### config.mk
export PLATFORM = sky130hd
export DESIGN_NAME = mesh_element_vertex_canonicalizer
export DESIGN_NICKNAME = d
export VERILOG_FILES = /design/src/mvc_pkg.sv /design/src/mvc_min_find.sv /design/src/mvc_reorder.sv /design/src/mesh_element_vertex_canonicalizer.sv
export SDC_FILE = /design/constraint.sdc
export NUM_CORES = 2
export LEC_CHECK = 0
export BUFFER_PORTS_ARGS = -buffer_cell sky130_fd_sc_hd__buf_2
export CAP_MARGIN = 20
export CORE_AREA = 2 2 255 509
export DETAILED_ROUTE_END_ITERATION = 10
export DIE_AREA = 0 0 257 511
export HOLD_SLACK_MARGIN = 0.06
export PLACE_DENSITY = 0.57
export SETUP_SLACK_MARGIN = 0.05
export SLEW_MARGIN = 40
export SYNTH_ARGS = -nofsm -noshare
export SYNTH_HDL_FRONTEND = slang
export SYNTH_SLANG_ARGS = --single-unit
### constraint.sdc
create_clock -name clk -period 10.7 [get_ports clk]
set_clock_uncertainty 0.2 [all_clocks]
set_input_delay 1.605 -clock clk [delete_from_list [all_inputs] [get_ports clk]]
set_output_delay 1.605 -clock clk [all_outputs]
set_load 0.02 [all_outputs]
### src/mvc_pkg.sv
// ----------------------------------------------------------------------------
// mvc_pkg: shared types and constants of the vertex canonicalizer
// element kinds, vertex widths and the stage-to-stage control struct
// ----------------------------------------------------------------------------
package mvc_pkg;

    localparam int VERT_W    = 31;
    localparam int NUM_VERT  = 8;
    localparam int FACE_VERT = 4;
    localparam int POS_W     = $clog2(NUM_VERT);

    // element kind code; the fourth code names no element
    typedef enum logic [1:0] {
        KIND_TRI  = 2'd0,
        KIND_QUAD = 2'd1,
        KIND_HEX  = 2'd2
    } kind_t;

    typedef logic [VERT_W-1:0]                vert_t;
    typedef logic [NUM_VERT-1:0][VERT_W-1:0]  vert_vec_t;

    // minimum search result handed to the reorder stage
    typedef struct packed {
        logic              valid;
        kind_t             kind;
        logic [POS_W-1:0]  pos;
    } min_info_t;

endpackage

### src/mvc_min_find.sv
// ----------------------------------------------------------------------------
// mvc_min_find: first-minimum search
// finds the lowest position holding the smallest index, registered output
// ----------------------------------------------------------------------------
module mvc_min_find
(
    input  logic                clk,
    input  logic                rst_n,
    input  logic                in_valid,
    input  mvc_pkg::kind_t      in_kind,
    input  mvc_pkg::vert_vec_t  in_vert,
    output mvc_pkg::min_info_t  info,
    output mvc_pkg::vert_vec_t  vert
);

    mvc_pkg::min_info_t info_reg;
    mvc_pkg::min_info_t info_next;
    mvc_pkg::vert_vec_t vert_reg;

    logic [mvc_pkg::POS_W-1:0] pos01, pos23, pos45, pos67, pos_q, pos_h, pos_t, pos_x;
    mvc_pkg::vert_t            val01, val23, val45, val67, val_q, val_h;

    // pairwise tree; the right side wins only when strictly smaller
    always_comb
    begin
        pos01 = (in_vert[1] < in_vert[0]) ? mvc_pkg::POS_W'(1) : mvc_pkg::POS_W'(0);
        val01 = (in_vert[1] < in_vert[0]) ? in_vert[1] : in_vert[0];
        pos23 = (in_vert[3] < in_vert[2]) ? mvc_pkg::POS_W'(3) : mvc_pkg::POS_W'(2);
        val23 = (in_vert[3] < in_vert[2]) ? in_vert[3] : in_vert[2];
        pos45 = (in_vert[5] < in_vert[4]) ? mvc_pkg::POS_W'(5) : mvc_pkg::POS_W'(4);
        val45 = (in_vert[5] < in_vert[4]) ? in_vert[5] : in_vert[4];
        pos67 = (in_vert[7] < in_vert[6]) ? mvc_pkg::POS_W'(7) : mvc_pkg::POS_W'(6);
        val67 = (in_vert[7] < in_vert[6]) ? in_vert[7] : in_vert[6];

        pos_t = (in_vert[2] < val01) ? mvc_pkg::POS_W'(2) : pos01;
        pos_q = (val23 < val01) ? pos23 : pos01;
        val_q = (val23 < val01) ? val23 : val01;
        pos_h = (val67 < val45) ? pos67 : pos45;
        val_h = (val67 < val45) ? val67 : val45;
        pos_x = (val_h < val_q) ? pos_h : pos_q;

        info_next.valid = in_valid;
        info_next.kind  = in_kind;
        case (in_kind)
            mvc_pkg::KIND_TRI:  info_next.pos = pos_t;
            mvc_pkg::KIND_QUAD: info_next.pos = pos_q;
            mvc_pkg::KIND_HEX:  info_next.pos = pos_x;
            default:            info_next.pos = '0;
        endcase
    end

    always_ff @(posedge clk or negedge rst_n)
    begin
        if (!rst_n)
        begin
            info_reg <= '0;
        end
        else
        begin
            info_reg <= info_next;
        end
    end

    always_ff @(posedge clk)
    begin
        vert_reg <= in_vert;
    end

    assign info = info_reg;
    assign vert = vert_reg;

endmodule

### src/mvc_reorder.sv
// ----------------------------------------------------------------------------
// mvc_reorder: vertex rotation and face swap
// rotates faces so the minimum leads, zeroes unused slots, registered output
// ----------------------------------------------------------------------------
module mvc_reorder
(
    input  logic                clk,
    input  logic                rst_n,
    input  mvc_pkg::min_info_t  info,
    input  mvc_pkg::vert_vec_t  vert,
    output logic                res_valid,
    output mvc_pkg::vert_vec_t  res_vert
);

    logic               valid_reg;
    mvc_pkg::vert_vec_t vert_reg;
    mvc_pkg::vert_vec_t vert_next;

    always_comb
    begin
        logic [1:0] k;
        logic [1:0] fwd;
        logic [1:0] rev;
        logic [2:0] tri_idx;

        k         = info.pos[1:0];
        fwd       = '0;
        rev       = '0;
        tri_idx   = '0;
        vert_next = '0;
        case (info.kind)
            mvc_pkg::KIND_TRI:
            begin
                for (int i = 0; i < 3; i++)
                begin
                    tri_idx = 3'(info.pos) + 3'(i);
                    if (tri_idx >= 3'd3)
                    begin
                        tri_idx = tri_idx - 3'd3;
                    end
                    vert_next[i] = vert[tri_idx];
                end
            end
            mvc_pkg::KIND_QUAD:
            begin
                for (int i = 0; i < mvc_pkg::FACE_VERT; i++)
                begin
                    fwd          = k + 2'(i);
                    vert_next[i] = vert[{1'b0, fwd}];
                end
            end
            mvc_pkg::KIND_HEX:
            begin
                for (int i = 0; i < mvc_pkg::FACE_VERT; i++)
                begin
                    fwd = k + 2'(i);
                    rev = k - 2'(i);
                    if (!info.pos[2])
                    begin
                        vert_next[i]                      = vert[{1'b0, fwd}];
                        vert_next[mvc_pkg::FACE_VERT + i] = vert[{1'b1, fwd}];
                    end
                    else
                    begin
                        // top face reversed becomes the bottom
                        vert_next[i]                      = vert[{1'b1, rev}];
                        vert_next[mvc_pkg::FACE_VERT + i] = vert[{1'b0, rev}];
                    end
                end
            end
            default:
            begin
                vert_next = '0;
            end
        endcase
    end

    always_ff @(posedge clk or negedge rst_n)
    begin
        if (!rst_n)
        begin
            valid_reg <= 1'b0;
        end
        else
        begin
            valid_reg <= info.valid;
        end
    end

    always_ff @(posedge clk)
    begin
        vert_reg <= vert_next;
    end

    assign res_valid = valid_reg;
    assign res_vert  = vert_reg;

endmodule

### src/mesh_element_vertex_canonicalizer.sv
// ----------------------------------------------------------------------------
// mesh_element_vertex_canonicalizer: canonical vertex order of mesh elements
// done: result strobe, the start beat carried through the pipeline registers listed below
// throughput: one element per cycle; busy is always low
// pipeline: input register, minimum search register, reorder result register
// reset: rst_n asynchronous active low clears the valid bits; no results pending
// results cannot be stalled by the receiver: done marks a one-cycle beat
// ----------------------------------------------------------------------------
module mesh_element_vertex_canonicalizer
(
    input  logic        clk,
    input  logic        rst_n,
    input  logic        start,
    output logic        busy,
    input  logic [1:0]  command,
    input  logic [30:0] vertex_0,
    input  logic [30:0] vertex_1,
    input  logic [30:0] vertex_2,
    input  logic [30:0] vertex_3,
    input  logic [30:0] vertex_4,
    input  logic [30:0] vertex_5,
    input  logic [30:0] vertex_6,
    input  logic [30:0] vertex_7,
    output logic        done,
    output logic [30:0] out_vertex_0,
    output logic [30:0] out_vertex_1,
    output logic [30:0] out_vertex_2,
    output logic [30:0] out_vertex_3,
    output logic [30:0] out_vertex_4,
    output logic [30:0] out_vertex_5,
    output logic [30:0] out_vertex_6,
    output logic [30:0] out_vertex_7
);

    // input stage registers; only the valid bit is reset
    logic               in_valid_reg;
    mvc_pkg::kind_t     kind_reg;
    mvc_pkg::vert_vec_t vert_reg;

    // between search and reorder stages
    mvc_pkg::min_info_t min_info;
    mvc_pkg::vert_vec_t min_vert;

    // reorder stage outputs
    logic               res_valid;
    mvc_pkg::vert_vec_t res_vert;

    // every stage moves each cycle, so no beat is ever refused
    assign busy = 1'b0;

    always_ff @(posedge clk or negedge rst_n)
    begin
        if (!rst_n)
        begin
            in_valid_reg <= 1'b0;
        end
        else
        begin
            in_valid_reg <= start;
        end
    end

    // capture the element; payload needs no reset
    always_ff @(posedge clk)
    begin
        kind_reg <= mvc_pkg::kind_t'(command);
        vert_reg <= {vertex_7, vertex_6, vertex_5, vertex_4,
                     vertex_3, vertex_2, vertex_1, vertex_0};
    end

    // first occurrence of the smallest index among the element's vertices
    mvc_min_find u_min_find
    (
        .clk      (clk),
        .rst_n    (rst_n),
        .in_valid (in_valid_reg),
        .in_kind  (kind_reg),
        .in_vert  (vert_reg),
        .info     (min_info),
        .vert     (min_vert)
    );

    // rotate (or flip for a top-face minimum) and zero the unused slots
    mvc_reorder u_reorder
    (
        .clk       (clk),
        .rst_n     (rst_n),
        .info      (min_info),
        .vert      (min_vert),
        .res_valid (res_valid),
        .res_vert  (res_vert)
    );

    assign done         = res_valid;
    assign out_vertex_0 = res_vert[0];
    assign out_vertex_1 = res_vert[1];
    assign out_vertex_2 = res_vert[2];
    assign out_vertex_3 = res_vert[3];
    assign out_vertex_4 = res_vert[4];
    assign out_vertex_5 = res_vert[5];
    assign out_vertex_6 = res_vert[6];
    assign out_vertex_7 = res_vert[7];

endmodule
-- Word level (Yosys, flattened, before mapping)
Index checks and enable logic that the tools add are counted.
- bits in registers: 754
- input port bits: 253
- output and inout bits: 250
- word-level logic and storage cells: 140
- add/sub/neg operators: 11
- $lt $le $gt $ge: 28
- equality and inequality tests: 4
- multiplexer cells: 65
- reductions and logical operators: 2
- operators by type and width (cell ; count):
    $mux W31 ; 31
    $bmux W31 S2 ; 14
    $bmux W31 S3 ; 3
    $pmux W93 S3 ; 1
    $lt A31 B31 Y1 ; 8
    $pmux W31 S2 ; 1
    $lt A3 B4 Y1 const B ; 10
    $mux W3 ; 10
    $lt A2 B4 Y1 const B ; 7
    $ge A3 B2 Y1 const B ; 3
    $pmux W3 S3 ; 1
    $sub A3 B2 Y3 const B ; 3
    $add A2 B2 Y2 const B ; 2
    $eq A2 B1 Y1 const B ; 2
    $eq A2 B2 Y1 const B ; 2
    $logic_not A2 Y1 ; 2
    $mux W1 ; 4
    $sub A2 B2 Y2 const B ; 2
    $add A3 B1 Y3 const B ; 1
    $add A3 B2 Y3 const B ; 1
    $add A2 B1 Y2 const B ; 1
    $sub A2 B1 Y2 const B ; 1

-- Longest topological paths before layout
- depth in word-level cells: 7
- mapped depth: 40
- gate-level depth less buffers: 37

-- Modules after synthesis
From an unflattened synthesis, not the netlist that was laid out.
- cells, all modules: 3826
- area total of the unflattened synthesis: 40533.9 µm²
- modules (own cells, without submodules) (module ; times used ; cells each ; area each (µm²) ; seq. area each (µm²)):
    mvc_reorder ; 1 ; 2185 ; 22753.1 ; 4989.8
    mvc_min_find ; 1 ; 1388 ; 12739.7 ; 5114.9
    mesh_element_vertex_canonicalizer ; 1 ; 253 ; 5041.1 ; 5029.8

-- Least setup slack after synthesis
Ideal clock, no wire load.
- path type: register to register
- start point: register vert_reg[144] in the netlist's numbering
- end point: register u_min_find.info_reg (netlist bit u_min_find.info[0])
- library setup time: 0.120 ns
- data arrival time: 7.375 ns
- required time: 10.380 ns
- setup slack: 3.005 ns
- cell stages (with the launch flop): 38
- buffers on the path: 3
- clock period less this slack: 7.695 ns
- cells stage by stage: dfxtp_1 -> inv_1 -> ha_1 -> a21o_1 -> a21o_1 -> a21o_1 -> a2111oi_0 -> a21oi_1 -> nor2_1 -> buf_1 -> mux2i_1 -> ha_1 -> a21o_1 -> a21o_1 -> a211oi_1 -> o21bai_1 -> a21o_1 -> a221oi_1 -> (+2 left out) -> clkbuf_1 -> clkbuf_1 -> nor2_1 -> a21oi_1 -> ha_1 -> a21o_1 -> a21o_1 -> a21o_1 -> a21o_1 -> a21oi_1 -> o211ai_1 -> a211oi_1 -> o41ai_1 -> and3_1 -> a22o_1 -> a31o_1 -> mux2i_1 -> a31o_1
- RTL lines (item ; RTL line ; source):
    start: declaration ; mesh_element_vertex_canonicalizer.sv:38 ; mvc_pkg::vert_vec_t vert_reg;
    start signal: assignment ; mesh_element_vertex_canonicalizer.sv:67 ; vert_reg <= {vertex_7, vertex_6, vertex_5, vertex_4,
    end signal: assignment ; mvc_min_find.sv:60 ; info_reg <= info_next;
    end: declaration ; mvc_min_find.sv:16 ; mvc_pkg::min_info_t info_reg;

==> metrics.md <==
| Metric | Value |
|---|---|
| Synth Flop Type | dfxtp_1 |
| Simple-Gate Fraction of Synth Area | 8.89% |
| LEAKAGE | 0.0198 uW |
| Switching share of power | 40.5% |
| Overall global routing resource usage | 20.4% |
| Post-synth top area cell | dfxtp_1 |
| Worst r2r dst | u_min_find.info[0] |
| Cell-internal power | 7690 uW |
| Vias in the first global route | 29,100 |
| Final Wtd Congestion | 0.919 |
| Sequential Power Share | 27.4% |
| Worst Setup End Kind | flip-flop |
| Routed Antenna Nets | 0 |
| Initial Util | 29.7% |
| Worst R2R Setup Slack | 1720 ps |
| Slowest cell delay on critical path | 590 ps |
| Largest family of logic cells by synthesized area | multiplexers |
| Vias per inst | 5.37 |
| Tightest Pin Transition | 892 ps |
| Port bufs | 501 |
| Met3 Usage GRT | 4.42% |
| Max clock buf depth | 3 |
| Reg2reg path depth | 32 |
| Worst vdd ir | 0.000304 V |
| # resized after CTS | 0 |
| GRT Residual Overflow | 0 |
| Most frequent cells in the layout | dfxtp_1 (746), buf_2 (502), nor2_1 (307), a21oi_1 (273), mux4_2 (248) |
| DR WL/cell | 24.5 um |
| CTS tree | built |
| Combinational share of power | 51.6% |
| Slack of the critical path | 1720 ps |
| Top cell type's share of synthesized area | 39.3% |
| Switching power | 5240 uW |
| Outcome | complete, no violations |
| Tcrit/Tclk final | 84.0% |
| Distinct cell type count after synthesis | 67 |
| Util after Layout | 35.0% |
| Nets | 4,440 |
| Ys Warns | 0 |
| Hold WC Path Type | reg2reg |
| CTS sink cnt | 754 |
| Ys async rst share | 1.06% |
| Top-level I/O count | 503 |
| Max-slew violations | 0 |
| Syn nets | 4,057 |
| Num CTS Buffers | 72 |
| Fin crit period | 8980 ps |
| Max_slew headroom | 40.5% |
| Met1 GRT Util | 34.1% |
| Required time worst endpoint | 11,090 ps |
| Post-Synth XOR/XNOR Area | 0.0922% |
| Max Freq | 111 MHz |
| Place WS | 1710 ps |
| Worst skew pair latency | 660 ps |
| Clk slew on worst S/H paths | 70 ps |
| Post-CTS Setup Bufs | 0 |
| Share of layout cells above drive strength 1 | 29.4% |
| Slowest CP cell | o41ai_1 |
| RSZ-0062 raised after global routing | false |
| Commonest non-fill, non-tap cell in the layout | dfxtp_1 |
| Reg2reg start | vert_reg[24] |
| Critical Path AT | 9380 ps |
| Top cells by area, synth | dfxtp_1 (39%), mux4_2 (15%), ha_1 (8.0%) |
| Core area | 0.128 sq mm |
| Avg Cell Area, Syn | 10.7 sq um |
| Overall Power | 12,900 uW |
| Final TNS setup | 0 ps |
| Crit path kind | reg2reg |
| Hold buffer count at CTS | 0 |
| Die area | 0.131 sq mm |
| Crit path max-delay family | compound AO/OA/AOI/OAI gates |
| Die X | 257 um |
| Synth Instances | 3,560 |
| Die span in y | 511 um |
| Hold Slack | 145 ps |
| Seq/Total Area, Yosys | 39.8% |
| Hpwl dp | 108,000 um |
| Met2 GRT Util | 25.4% |
| Most used cell, CP | a21o_1 |
| First-pass GRT wire length | 200,000 um |
| Post-synth EDFFs | 0 |
| Synthesized cell area | 0.0380 sq mm |
| Depth of the CTS H-tree | 3 |
| Flops & latches, synth | 754 |
| Grt peak-use layer | met1 |
| Hold endpoint | u_min_find.vert[28] |
| Root Buffer | clkbuf_16 |
| Clock power share | 21.0% |
| Row cnt | 186 |
| CP Max Fanout | 43 |
| Pin count of the biggest net entering global routing | 94 |
| Final Hold Fails | 0 |
| Via count | 30,600 |
| Hold_sp | vert_reg[28] |
| Crit start category | flip-flop |
| Max cap viols | 0 |
| Power density of the placed cells | 289 mW/mm^2 |
| # setup viols final | 0 |
| Synth Area in Adders | 8.12% |
| Drt total wl | 139,000 um |
| Pre-antenna DRT Iters | 9 |
| Synth-to-Final Area Change | 17.8% |
| Number of DRC markers in iteration 0 | 3,697 |
| Initial antenna violation count | 11 |
| Synth Area in Compound Gates | 12.1% |
| Hold Path Stages | 0 |
| Mux contribution to synthesized area | 27.2% |
| Residual DRC | 0 |
| Buf/Inv on CP | 2 |
[power by group through the flow]
stage | Combinational (uW) | Clock, uW | Sequential (uW)
after floorplan | 4500 | 0 | 3760
after global placement | 6500 | 0 | 3590
after detailed placement | 6560 | 0 | 3600
after CTS | 6600 | 2760 | 3540
after global routing | 7090 | 2860 | 3580
final | 6670 | 2710 | 3540
[worst max-delay path by stage]
stage | startpoint | end | cells past startpoint
4_1_cts | vert_reg[144] | u_min_find.info[0] | 36
6_report | vert_reg[24] | u_min_find.info[0] | 32
5_1_grt | vert_reg[140] | u_min_find.info[0] | 34
3_3_place_gp | vert_reg[66] | u_min_find.info[0] | 32
2_1_floorplan | vert_reg[144] | u_min_find.info[0] | 37
3_5_place_dp | vert_reg[144] | u_min_find.info[0] | 36
[synth_stat cells, types with 8 or more instances]
cell and instances:
clkbuf_1 166, ha_1 244, mux2_2 222, dfxtp_1 746
inv_1 136, and4_1 10, o21a_1 8, a22oi_1 32
a21o_1 65, nor2b_1 102, a21boi_0 31, and2_1 35
nand4_1 33, o22ai_1 37, nand3_1 12, nand2_1 226
buf_1 63, a211oi_1 10, mux2i_1 225, mux4_2 248
a222oi_1 62, o21ai_0 161, nor2_1 308, a21oi_1 276
dfrtp_1 8
[cell type report]
type	instances	area (sq um)
multi-input cells	2434	21600
diodes	5	12.5
fillers	12700	83000
inverters	138	523
clock inverters	32	422
repair buffers	543	2840
flip-flops and latches	754	15100
clock buffers	95	2080
well taps	1692	2120
[metal layers]
metal / routed length, um / up-vias
li1: - / 13800
met1: 71700 / 14700
met2: 50400 / 1910
met3: 14500 / 148
met4: 2760 / 8
met5: 50 / -
[kinds of logic (layout without fill, tap and decap cells)]
kind of cell	after synthesis	after routing
adder cells (fa/ha/maj)	247	247
other	1	6
XOR/XNOR	4	4
flip-flops	754	754
buffers and inverters	372	808
multiplexers	695	695
AND/OR/NAND/NOR	752	752
AO/OA/AOI/OAI	735	735
[stage by stage]
step                      std cells  cell area (sq um)
after floorplan                3560              38000
after global routing           5690              44700
after CTS                      5688              44700
after detailed placement       5561              42200
after global placement         5560              42200
final                          5693              44700
Note: power is estimated with default switching activity, not from simulation.
